## config.mk

```make
export PLATFORM = sky130hd
export DESIGN_NAME = fprf_ctrl
export DESIGN_NICKNAME = d
export VERILOG_FILES = /design/src/sv/fprf_pkg.sv /design/src/sv/fprf_ctrl.sv
export VERILOG_INCLUDE_DIRS = /design/src /design/src/sv
export SDC_FILE = /design/constraint.sdc
export NUM_CORES = 1
export LEC_CHECK = 0
export BUFFER_PORTS_ARGS = -buffer_cell sky130_fd_sc_hd__buf_2
export CORE_AREA = 2 2 53 55
export DETAILED_ROUTE_END_ITERATION = 10
export DIE_AREA = 0 0 55 57
export PLACE_DENSITY = 0.76
export SYNTH_ARGS = -nofsm -noshare
export SYNTH_HDL_FRONTEND = slang
export SYNTH_SLANG_ARGS = --single-unit
```

## constraint.sdc

```tcl
create_clock -name clk -period 1.68 [get_ports clk]
set_clock_uncertainty 0.15 [all_clocks]
set_input_delay 0.168 -clock clk [delete_from_list [all_inputs] [get_ports clk]]
set_output_delay 0.168 -clock clk [all_outputs]
set_load 0.05 [all_outputs]
```

## src/sv/false_position_root_finder_defines.svh

```systemverilog
// ---------------------------------------------------------------------------
// false_position_root_finder_defines.svh
// Assertion macros shared by the root finder modules.
// ---------------------------------------------------------------------------
`ifndef FALSE_POSITION_ROOT_FINDER_DEFINES_SVH
`define FALSE_POSITION_ROOT_FINDER_DEFINES_SVH

// implication checked on every clock edge outside reset
`define FPRF_ASSERT_IMP(label, ante, cons, msg) \
	label: assert property (@(posedge clk) disable iff (!arst_n) (ante) |-> (cons)) \
		else $error(msg);

// next-cycle implication
`define FPRF_ASSERT_NXT(label, ante, cons, msg) \
	label: assert property (@(posedge clk) disable iff (!arst_n) (ante) |=> (cons)) \
		else $error(msg);

`endif

```

## src/sv/fprf_pkg.sv

```systemverilog
// ---------------------------------------------------------------------------
// fprf_pkg
// Types and constants of the false-position root finder.
// ---------------------------------------------------------------------------
`default_nettype none
package fprf_pkg;

	localparam int XW   = 32;
	localparam int VW   = 48;
	localparam int TOLW = 25;
	localparam int MAXW = 10;
	localparam logic [VW-1:0] VAL_MAX = {1'b0, {(VW-1){1'b1}}};

	localparam logic [1:0] ST_CONV  = 2'd0;
	localparam logic [1:0] ST_LIMIT = 2'd1;
	localparam logic [1:0] ST_EQUAL = 2'd2;

	localparam logic CFG_TOL = 1'b0;
	localparam logic CFG_MAX = 1'b1;

	typedef struct packed {
		logic signed [XW-1:0] left_end;
		logic signed [XW-1:0] right_end;
	} in_item_t;

	typedef struct packed {
		logic signed [XW-1:0] root;
		logic signed [VW-1:0] value_at_root;
		logic [1:0]           status;
		logic [MAXW-1:0]      iterations_used;
	} out_item_t;

	typedef enum logic [3:0] {
		S_IDLE, S_EVAL_A, S_EVAL_B, S_CHECK, S_SEC, S_EVAL_C, S_DECIDE, S_OUT
	} state_t;

	// controller -> datapath
	typedef struct packed {
		logic load;      // capture endpoints
		logic ev_start;  // start cubic evaluation
		logic [1:0] ev_sel; // 0 a, 1 b, 2 c
		logic sec_start; // start secant quotient
		logic finish_eq; // set result from endpoint a, status equal
		logic finish_lim;// status limit, keep current c
		logic finish_cv; // status converged
		logic update;    // replace an endpoint with c
	} cmd_t;

	// datapath -> controller
	typedef struct packed {
		logic ev_done;
		logic sec_done;
		logic fa_eq_fb;
		logic conv;
	} sts_t;

	localparam logic [1:0] SEL_A = 2'd0;
	localparam logic [1:0] SEL_B = 2'd1;
	localparam logic [1:0] SEL_C = 2'd2;

endpackage
`default_nettype wire

```

## src/sv/fprf_ctrl.sv

```systemverilog
// ---------------------------------------------------------------------------
// fprf_ctrl
// Iteration sequencer: evaluate ends, secant step, evaluate, decide.
// ---------------------------------------------------------------------------
`default_nettype none
`include "false_position_root_finder_defines.svh"
module fprf_ctrl #(
	parameter int ITER_BITS = 10
) (
	input  wire logic clk,
	input  wire logic arst_n,
	input  wire logic in_valid,
	output logic in_ready,
	output logic out_valid,
	input  wire logic out_ready,
	input  wire logic [ITER_BITS-1:0] max_it,
	input  wire fprf_pkg::sts_t sts,
	output fprf_pkg::cmd_t cmd
);
	fprf_pkg::state_t state_q, state_d;
	logic [ITER_BITS-1:0] cnt_q;
	logic busy_q;

	always_comb begin
		state_d = state_q;
		unique case (state_q)
			fprf_pkg::S_IDLE:   if (in_valid) state_d = fprf_pkg::S_EVAL_A;
			fprf_pkg::S_EVAL_A: if (sts.ev_done) state_d = fprf_pkg::S_EVAL_B;
			fprf_pkg::S_EVAL_B: if (sts.ev_done) state_d = fprf_pkg::S_CHECK;
			fprf_pkg::S_CHECK:
				if (cnt_q == max_it || sts.fa_eq_fb) state_d = fprf_pkg::S_OUT;
				else state_d = fprf_pkg::S_SEC;
			fprf_pkg::S_SEC:    if (sts.sec_done) state_d = fprf_pkg::S_EVAL_C;
			fprf_pkg::S_EVAL_C: if (sts.ev_done) state_d = fprf_pkg::S_DECIDE;
			fprf_pkg::S_DECIDE:
				state_d = sts.conv ? fprf_pkg::S_OUT : fprf_pkg::S_CHECK;
			fprf_pkg::S_OUT:    if (out_ready) state_d = fprf_pkg::S_IDLE;
			default:            state_d = fprf_pkg::S_IDLE;
		endcase
	end

	// commands; busy_q marks a started unit so start is one pulse
	always_comb begin
		cmd = '0;
		in_ready  = (state_q == fprf_pkg::S_IDLE);
		out_valid = (state_q == fprf_pkg::S_OUT);
		cmd.load  = in_ready && in_valid;
		unique case (state_q)
			fprf_pkg::S_EVAL_A: begin
				cmd.ev_sel = fprf_pkg::SEL_A;
				cmd.ev_start = !busy_q;
			end
			fprf_pkg::S_EVAL_B: begin
				cmd.ev_sel = fprf_pkg::SEL_B;
				cmd.ev_start = !busy_q;
			end
			fprf_pkg::S_EVAL_C: begin
				cmd.ev_sel = fprf_pkg::SEL_C;
				cmd.ev_start = !busy_q;
			end
			fprf_pkg::S_SEC: cmd.sec_start = !busy_q;
			fprf_pkg::S_CHECK: begin
				cmd.finish_eq  = sts.fa_eq_fb && cnt_q != max_it;
				cmd.finish_lim = cnt_q == max_it;
			end
			fprf_pkg::S_DECIDE: begin
				cmd.finish_cv = sts.conv;
				cmd.update    = !sts.conv;
			end
			default: ;
		endcase
	end

	always_ff @(posedge clk or negedge arst_n) begin
		if (!arst_n) begin
			state_q <= fprf_pkg::S_IDLE;
			cnt_q   <= '0;
			busy_q  <= 1'b0;
		end else begin
			state_q <= state_d;
			if (state_d != state_q) busy_q <= 1'b0;
			else if (cmd.ev_start || cmd.sec_start) busy_q <= 1'b1;
			if (cmd.load) cnt_q <= '0;
			else if (state_q == fprf_pkg::S_EVAL_C && sts.ev_done)
				cnt_q <= cnt_q + ITER_BITS'(1);
		end
	end

	`FPRF_ASSERT_IMP(a_no_accept_busy, in_ready, state_q == fprf_pkg::S_IDLE, "accept while busy")
	`FPRF_ASSERT_NXT(a_out_hold, out_valid && !out_ready, out_valid, "result dropped")
	`FPRF_ASSERT_IMP(a_one_finish, 1'b1, $onehot0({cmd.finish_eq, cmd.finish_lim, cmd.finish_cv}), "multi finish")
	`FPRF_ASSERT_IMP(a_cnt_lim, state_q == fprf_pkg::S_SEC, cnt_q != max_it, "over limit")
endmodule
`default_nettype wire

```

# After elaboration in Yosys (flattened, before gate mapping)
# Index checks and enable logic that the tools add are counted.
# classes
n_addsub	1
eq_ne	10
muxes	17
n_reduce_logical	10
# op_table
cell	count
$pmux 4 s8	1
$mux 4	6
$mux 10	2
$eq 4x3->1 const B	4
$add 10x1->10 const B	1
$eq 10x10->1	1
$ne 10x10->1	1
$pmux 3 s3	1
$eq 4x2->1 const B	2
$mux 2	3
$eq 4x1->1 const B	1
$logic_not 4->1	1
$ne 4x4->1	1
$reduce_bool 2->1	2
$logic_and 1x1->1	3
$mux 1	3
$mux 3	1
$logic_not 1->1	2
$logic_or 1x1->1	2
# word_totals
regBits	15
out_inout_bits	11

# Depth between registers and ports, before layout
# Gate-level depths: netlist of the first run.
# depth
depth_word	6
ltp_mapped	6
mapped_depth_nobuf	5

# Worst setup path after synthesis of the first run
# Ideal clock, no wire load.
# synth_timing
path_kind	reg2reg
start	reg state_q[1]
end	reg cnt_q[1]
setup_time_ns	0.128
arrival_time_ns	2.711
t_required_ns	1.402
path_slack_ns	-1.309
stages_incl_launch_ff	6
path_buffers	2
period_less_slack_ns	2.989
path_cell_list	dfrtp_1 > buf_4 > nor4_1 > and2_1 > buf_4 > nor2_1
# synth_lines
item	line	text
start, declared	fprf_ctrl.sv:20	fprf_pkg::state_t state_q, state_d;
start signal, assigned	fprf_ctrl.sv:76	state_q <= fprf_pkg::S_IDLE;
start signal, assigned	fprf_ctrl.sv:80	state_q <= state_d;
end signal, assigned	fprf_ctrl.sv:85	cnt_q <= cnt_q + ITER_BITS'(1);
end, declared	fprf_ctrl.sv:21	logic [ITER_BITS-1:0] cnt_q;

==> impl_metrics.py, run 1 <==
metrics = {
    "power_and_ir_drop": {
        "p_int_uw": 618,
        "switching_share_pct": 33.9,
        "pwr-share-comb_pct": 35.6,
        "vdd_drop_max_mv": 0.506,
        "p_switching_uw": 317,
        "pwr-share-seq_pct": 41.3,
        "power_leakage_nw": 0.795,
        "power_per_cell_area_nw_per_um2": 508,
        "clockPowerShare_pct": 23.1,
    },
    "logic_synthesis": {
        "synthArstFlopShare_pct": 100,
        "synth_nets": 142,
        "synth_edf_count": 0,
        "post_synth_instance_area_um2": 1120,
        "synthTopCellsByArea": "dfrtp_1 33%, xnor2_1 13%, nor2_1 4.0%",
        "yosys_most_used_dff": "dfrtp_1",
        "yosysMostFrequentCell": "xnor2_1",
        "synth_top_area_share_pct": 33.5,
        "synthCells": 123,
        "ys_seq_area_share_pct": 33.5,
        "yosys.cell_types.count": 39,
        "avgSynthCellArea_um2": 9.11,
        "ys_warn_count": 0,
        "yosysTopAreaCell": "dfrtp_1",
        "synth-seq-cells": 15,
        "ys_top_cells_by_count": "17 x xnor2_1, 15 x dfrtp_1, 12 x nor2_1",
    },
    "final_layout": {
        "antenna_cells": 0,
        "fin_nets": 206,
        "finalNonFillerCells": 217,
        "fin_util_pct": 70.3,
        "area_growth_pct": 64.1,
        "drive_above_1_share_pct": 58.6,
    },
    "clock_tree": {
        "root_buffer": "clkbuf_4",
        "clk_latency_ns": 0.30,
        "cts_buffer_depth": 2,
        "cts_tree": "built",
        "path_clk_slew_ns": 0.09,
        "htreeDepth": 1,
        "cts-buffers-inserted": 3,
        "cts.sinks": 15,
    },
    "floorplanning": {
        "die_h_um": 57,
        "io_pins": 29,
        "die_area_um2": 3140,
        "rows": 19,
        "start_util_pct": 42.9,
        "die_x_um": 55,
        "core_um2": 2620,
    },
    "setup_path": {
        "endpoint_kind": "primary output",
        "max_stage_delay_ns": 0.43,
        "crit_chain": "nand2_2, or3_4, nor2_2, nor4b_4, buf_6",
        "slowest_stage": "dfrtp_1",
        "start_kind": "flop",
        "critPathMaxFanout": 4,
        "cp.arrival_ns": 1.66,
        "ff2ff_setup_slack_ns": -0.26,
        "crit_required_ns": 1.36,
        "crit_type": "flop to primary output",
    },
    "placed_design": {
        "dp.cells": 203,
        "io_buffers": 28,
        "dp_hpwl_um": 2250,
        "gp_congestion": 0.917,
    },
    "sta": {
        "max_clock_freq_mhz": 504,
        "finalHoldViolCount": 0,
        "post-route-min-period_ns": 1.98,
        "setup_ws_ns": -0.303,
        "setup_viol": 19,
        "period_share_pct": 118,
        "rsz0062_at_grt": "true",
        "drv_slew": 0,
    },
    "routing": {
        "drt_wl_total_um": 3090,
        "via_per_inst": 5.15,
        "drcViolationCount": 0,
        "avgRoutedWirePerCell_um": 14.2,
        "antenna_left": 0,
        "num_vias": 1118,
        "drt_first_pass_iters": 4,
        "drt_iter0_drc": 9,
    },
    "outcome": {
        "status": "finished with violations",
        "failed_checks": "negative setup slack",
    },
    "global_routing": {
        "grt_max_degree": 16,
        "grt_pass1_wl_um": 4870,
        "antenna_found_initial": 0,
        "grt_usage_pct": 21.3,
        "grt_pass1_vias": 1150,
        "overflow": 0,
    },
    "hold_path": {
        "holdCritPathClass": "primary input to async pin",
    },
    "job": {
        "max_cap_viol_count": 0,
    },
}
## routing by layer
layer,share of wire (%),up-vias,track usage (%)
met5,0,-,0
li1,-,543,-
met2,56,32,37.6
met4,1.8,0,9.76
met1,39,538,24.8
met3,3.4,5,2.62
## state kept, by name, indices dropped and copies added, names as in the netlist
signal and cells:
cnt_q 10, state_q 4, busy_q 1
## power groups by stage
stage | clock, mW | combinational (mW) | sequential, mW
after floorplan | 0 | 0.184 | 0.392
after global routing | 0.235 | 0.355 | 0.388
after global placement | 0 | 0.263 | 0.389
after detailed placement | 0 | 0.270 | 0.391
final | 0.216 | 0.333 | 0.386
after CTS | 0.215 | 0.308 | 0.384
## cells in the final DEF, fill, tap and decap left out, types with 2 or more instances in the layout
cell type / count
and3_1: 2
a211oi_2: 3
nor3_4: 4
clkbuf_4: 3
buf_4: 29
buf_6: 16
nand2_2: 2
xnor2_2: 3
nand2_1: 9
nor2_2: 6
a21oi_1: 2
nor4_4: 2
xor2_1: 2
nor2_4: 3
mux2i_1: 2
xnor2_1: 14
buf_2: 17
buf_8: 2
nand4_1: 2
dfrtp_1: 14
nor3_2: 4
o21a_1: 2
inv_1: 5
nor3b_2: 2
nor2_1: 8
and2_4: 2
## worst paths after layout
| check | end | depth (start not counted) | from |
|---|---|---|---|
| max | cmd[2] | 5 | state_q[1] |
| max reg2reg | busy_q | 7 | state_q[1] |
| min reg2reg | cnt_q[9] | 2 | cnt_q[9] |
| max in group asynchronous | state_q[2] | 2 | arst_n |
| min | cnt_q[4] | 2 | arst_n |
| min in group clk | state_q[1] | 4 | sts[3] |
## worst max-delay path, delay by kind of cell (launching register included)
kind                   cells  cell delay [ns]
AND/OR/NAND/NOR            4             0.75
flip-flops                 1             0.43
buffers and inverters      1             0.19
## metrics by stage
| step | setup TNS [ns] | power (mW) | setup WS, ns | hold WS, ns | area, um2 |
|---|---|---|---|---|---|
| floorplan | -3.31 | 0.576 | -0.269 | -0.278 | 1250 |
| global placement | -0.147 | 0.652 | -0.0336 | -0.0631 | 1560 |
| detailed placement | -0.388 | 0.661 | -0.0801 | -0.0556 | 1560 |
| CTS | -1.56 | 0.908 | -0.302 | 0.162 | 1740 |
| global route | -3.93 | 0.978 | -0.393 | 0.185 | 1840 |
| finish | -2.15 | 0.935 | -0.303 | 0.144 | 1840 |
## what timing repair did
| item | in CTS | in global routing |
|---|---|---|
| hold endpoints to repair | 15 | 0 |
| setup endpoints to repair | 22 | 22 |
| setup buffers | 3 | 7 |
| pin swaps | 8 | 15 |
| resized for setup | 36 | 13 |
| hold buffers | 1 | 0 |
## cells by family (layout without fill, tap and decap cells)
kind of cell	after synthesis	after routing	share of synthesized area, %
XOR/XNOR	19	19	14.8
AO/OA/AOI/OAI	13	13	8.48
multiplexers	4	4	3.79
other	1	1	0.335
adder cells (fa/ha/maj)	1	1	1.12
AND/OR/NAND/NOR	56	56	31.5
buffers and inverters	14	77	6.47
flip-flops	15	15	33.5
## cell type report
class                           instances  area [um2]
Clock buffer                            4        26.3
Fill cell                             216         776
Inverter                                8        32.5
Multi-Input combinational cell         94         842
Sequential cell                        15         377
Tap cell                               31        38.8
Timing Repair Buffer                   65         523
No activity file was read; power rests on OpenSTA's default activity.
==> inputs of run 2 (changes only) <==
==> constraint.sdc (replaced) <==
create_clock -name clk -period 1.6 [get_ports clk]
set_clock_uncertainty 0.15 [all_clocks]
set_input_delay 0.16 -clock clk [delete_from_list [all_inputs] [get_ports clk]]
set_output_delay 0.16 -clock clk [all_outputs]
set_load 0.05 [all_outputs]
==> impl_metrics.py, run 2 (synthesis gave the netlist of run 1 again) <==
metrics = {
    "outcome": {
        "status": "finished with violations",
        "failed_checks": "negative setup slack",
    },
    "setup_path": {
        "crit_chain": "buf_4, buf_4, and4bb_4, nand4_4, nor3b_4, xnor2_1, nor2_2",
        "crit_required_ns": 1.64,
        "ff2ff_setup_slack_ns": -0.39,
        "r2r-start": "state_q[1]",
        "crit_type": "flop to flop",
        "slowest_stage": "dfrtp_1",
        "reg2reg_to": "cnt_q[7]",
        "start_kind": "flop",
        "critPathMaxFanout": 6,
        "cp_common_cell": "buf_4",
        "cp.arrival_ns": 2.02,
        "worst_r2r_path_depth": 7,
        "max_stage_delay_ns": 0.44,
        "endpoint_kind": "flop",
    },
    "final_layout": {
        "antenna_cells": 0,
        "largest-register": "cnt_q",
        "fill_cells": 172,
        "fin_nets": 213,
        "postLayoutCellArea_um2": 1970,
        "drive_above_1_share_pct": 62.7,
        "fin_util_pct": 75.5,
        "area_growth_pct": 76.0,
        "largest_reg_flops": 10,
        "multi_input_area_um2": 885,
        "final_cell_mix": "33 x buf_4, 17 x buf_2, 16 x buf_6",
        "biggestRegsByFlops": "cnt_q (10), state_q (4), busy_q (1)",
        "register_area_um2": 377,
        "final_common_cell": "buf_4",
    },
    "clock_tree": {
        "cts_buffer_depth": 2,
        "root_buffer": "clkbuf_4",
        "htreeDepth": 1,
        "clk_latency_ns": 0.29,
        "cts-buffers-inserted": 3,
        "cts.sinks": 15,
        "path_clk_slew_ns": 0.10,
        "cts_tree": "built",
    },
    "placed_design": {
        "gp_congestion": 0.833,
        "place_area_um2": 1600,
        "io_buffers": 28,
        "dp_hpwl_um": 2180,
    },
    "floorplanning": {
        "die_x_um": 55,
        "die_h_um": 57,
        "core_um2": 2620,
        "rows": 19,
        "start_util_pct": 42.9,
        "die_area_um2": 3140,
        "io_pins": 29,
    },
    "routing": {
        "via_per_inst": 5.39,
        "avgRoutedWirePerCell_um": 16.6,
        "drt_iter0_drc": 44,
        "drcViolationCount": 0,
        "antenna_left": 0,
        "drt_wl_total_um": 3720,
        "num_vias": 1207,
        "drt_first_pass_iters": 4,
    },
    "global_routing": {
        "grt_usage_pct": 22.4,
        "antenna_found_initial": 0,
        "overflow": 0,
        "grt_pass1_vias": 1230,
        "grt_max_degree": 16,
        "grt_pass1_wl_um": 5250,
    },
    "job": {
        "max_cap_viol_count": 0,
    },
    "sta": {
        "period_share_pct": 124,
        "setup_ws_ns": -0.386,
        "finalHoldViolCount": 0,
        "tns_ns": -6.80,
        "max_clock_freq_mhz": 504,
        "setup_viol": 24,
        "post-route-min-period_ns": 1.99,
        "rsz0062_at_grt": "true",
        "drv_slew": 0,
    },
    "power_and_ir_drop": {
        "power_per_cell_area_nw_per_um2": 524,
        "power_leakage_nw": 0.904,
        "vdd_drop_max_mv": 0.515,
        "total_power_mw": 1.03,
    },
    "hold_path": {
        "holdCritPathClass": "primary input to async pin",
    },
}
[run 2: worst max path at each step]
stage | from | endpoint | cells past startpoint
3_3_place_gp | state_q[0] | cmd[2] | 5
3_5_place_dp | state_q[1] | cnt_q[3] | 6
2_1_floorplan | state_q[0] | cnt_q[6] | 5
5_1_grt | state_q[1] | cnt_q[7] | 7
4_1_cts | state_q[1] | cmd[2] | 5
6_report | state_q[1] | cnt_q[7] | 7
[run 2: layout make-up]
class	instances	share of cell area, %
Clock buffer	3	1.14
Tap cell	31	1.97
Clock inverter	1	0.254
Multi-Input combinational cell	94	44.8
Inverter	8	1.90
Timing Repair Buffer	72	30.8
Sequential cell	15	19.1
[run 2: worst max-delay path, delay by kind of cell (launching register included)]
family	cells	cell delay [ns]
buffers and inverters	2	0.30
AND/OR/NAND/NOR	4	0.85
flip-flops	1	0.44
XOR/XNOR	1	0.15
[run 2: power breakdown]
group	switching, mW	internal, mW	leakage [nW]	total (mW)
clock	0.134	0.0929	0.0177	0.227
sequential	0.0168	0.390	0.204	0.407
combinational	0.210	0.190	0.682	0.400
total	0.361	0.673	0.904	1.03
[run 2: metrics by stage]
stage                     worst slack, ns  std cells  hold WS (ns)
after detailed placement           -0.210        206       -0.0646
after global routing               -0.450        224         0.183
after CTS                          -0.331        220         0.150
after floorplan                    -0.346        123        -0.286
final                              -0.386        224         0.152
after global placement             -0.118        206       -0.0712
[run 2: layer usage]
layer  track usage, %  wire, um
met1             27.7      1500
met4             9.41        97
met2             38.3      1970
met5                0         0
met3             2.88       154
[run 2: repair_timing]
item,4_1_cts,5_1_grt
pin swaps,26,13
endpoints found under the hold margin,15,0
cloned,0,0
resized for setup,39,20
setup buffers,9,4
hold buffers,1,0
setup endpoints to repair,23,24
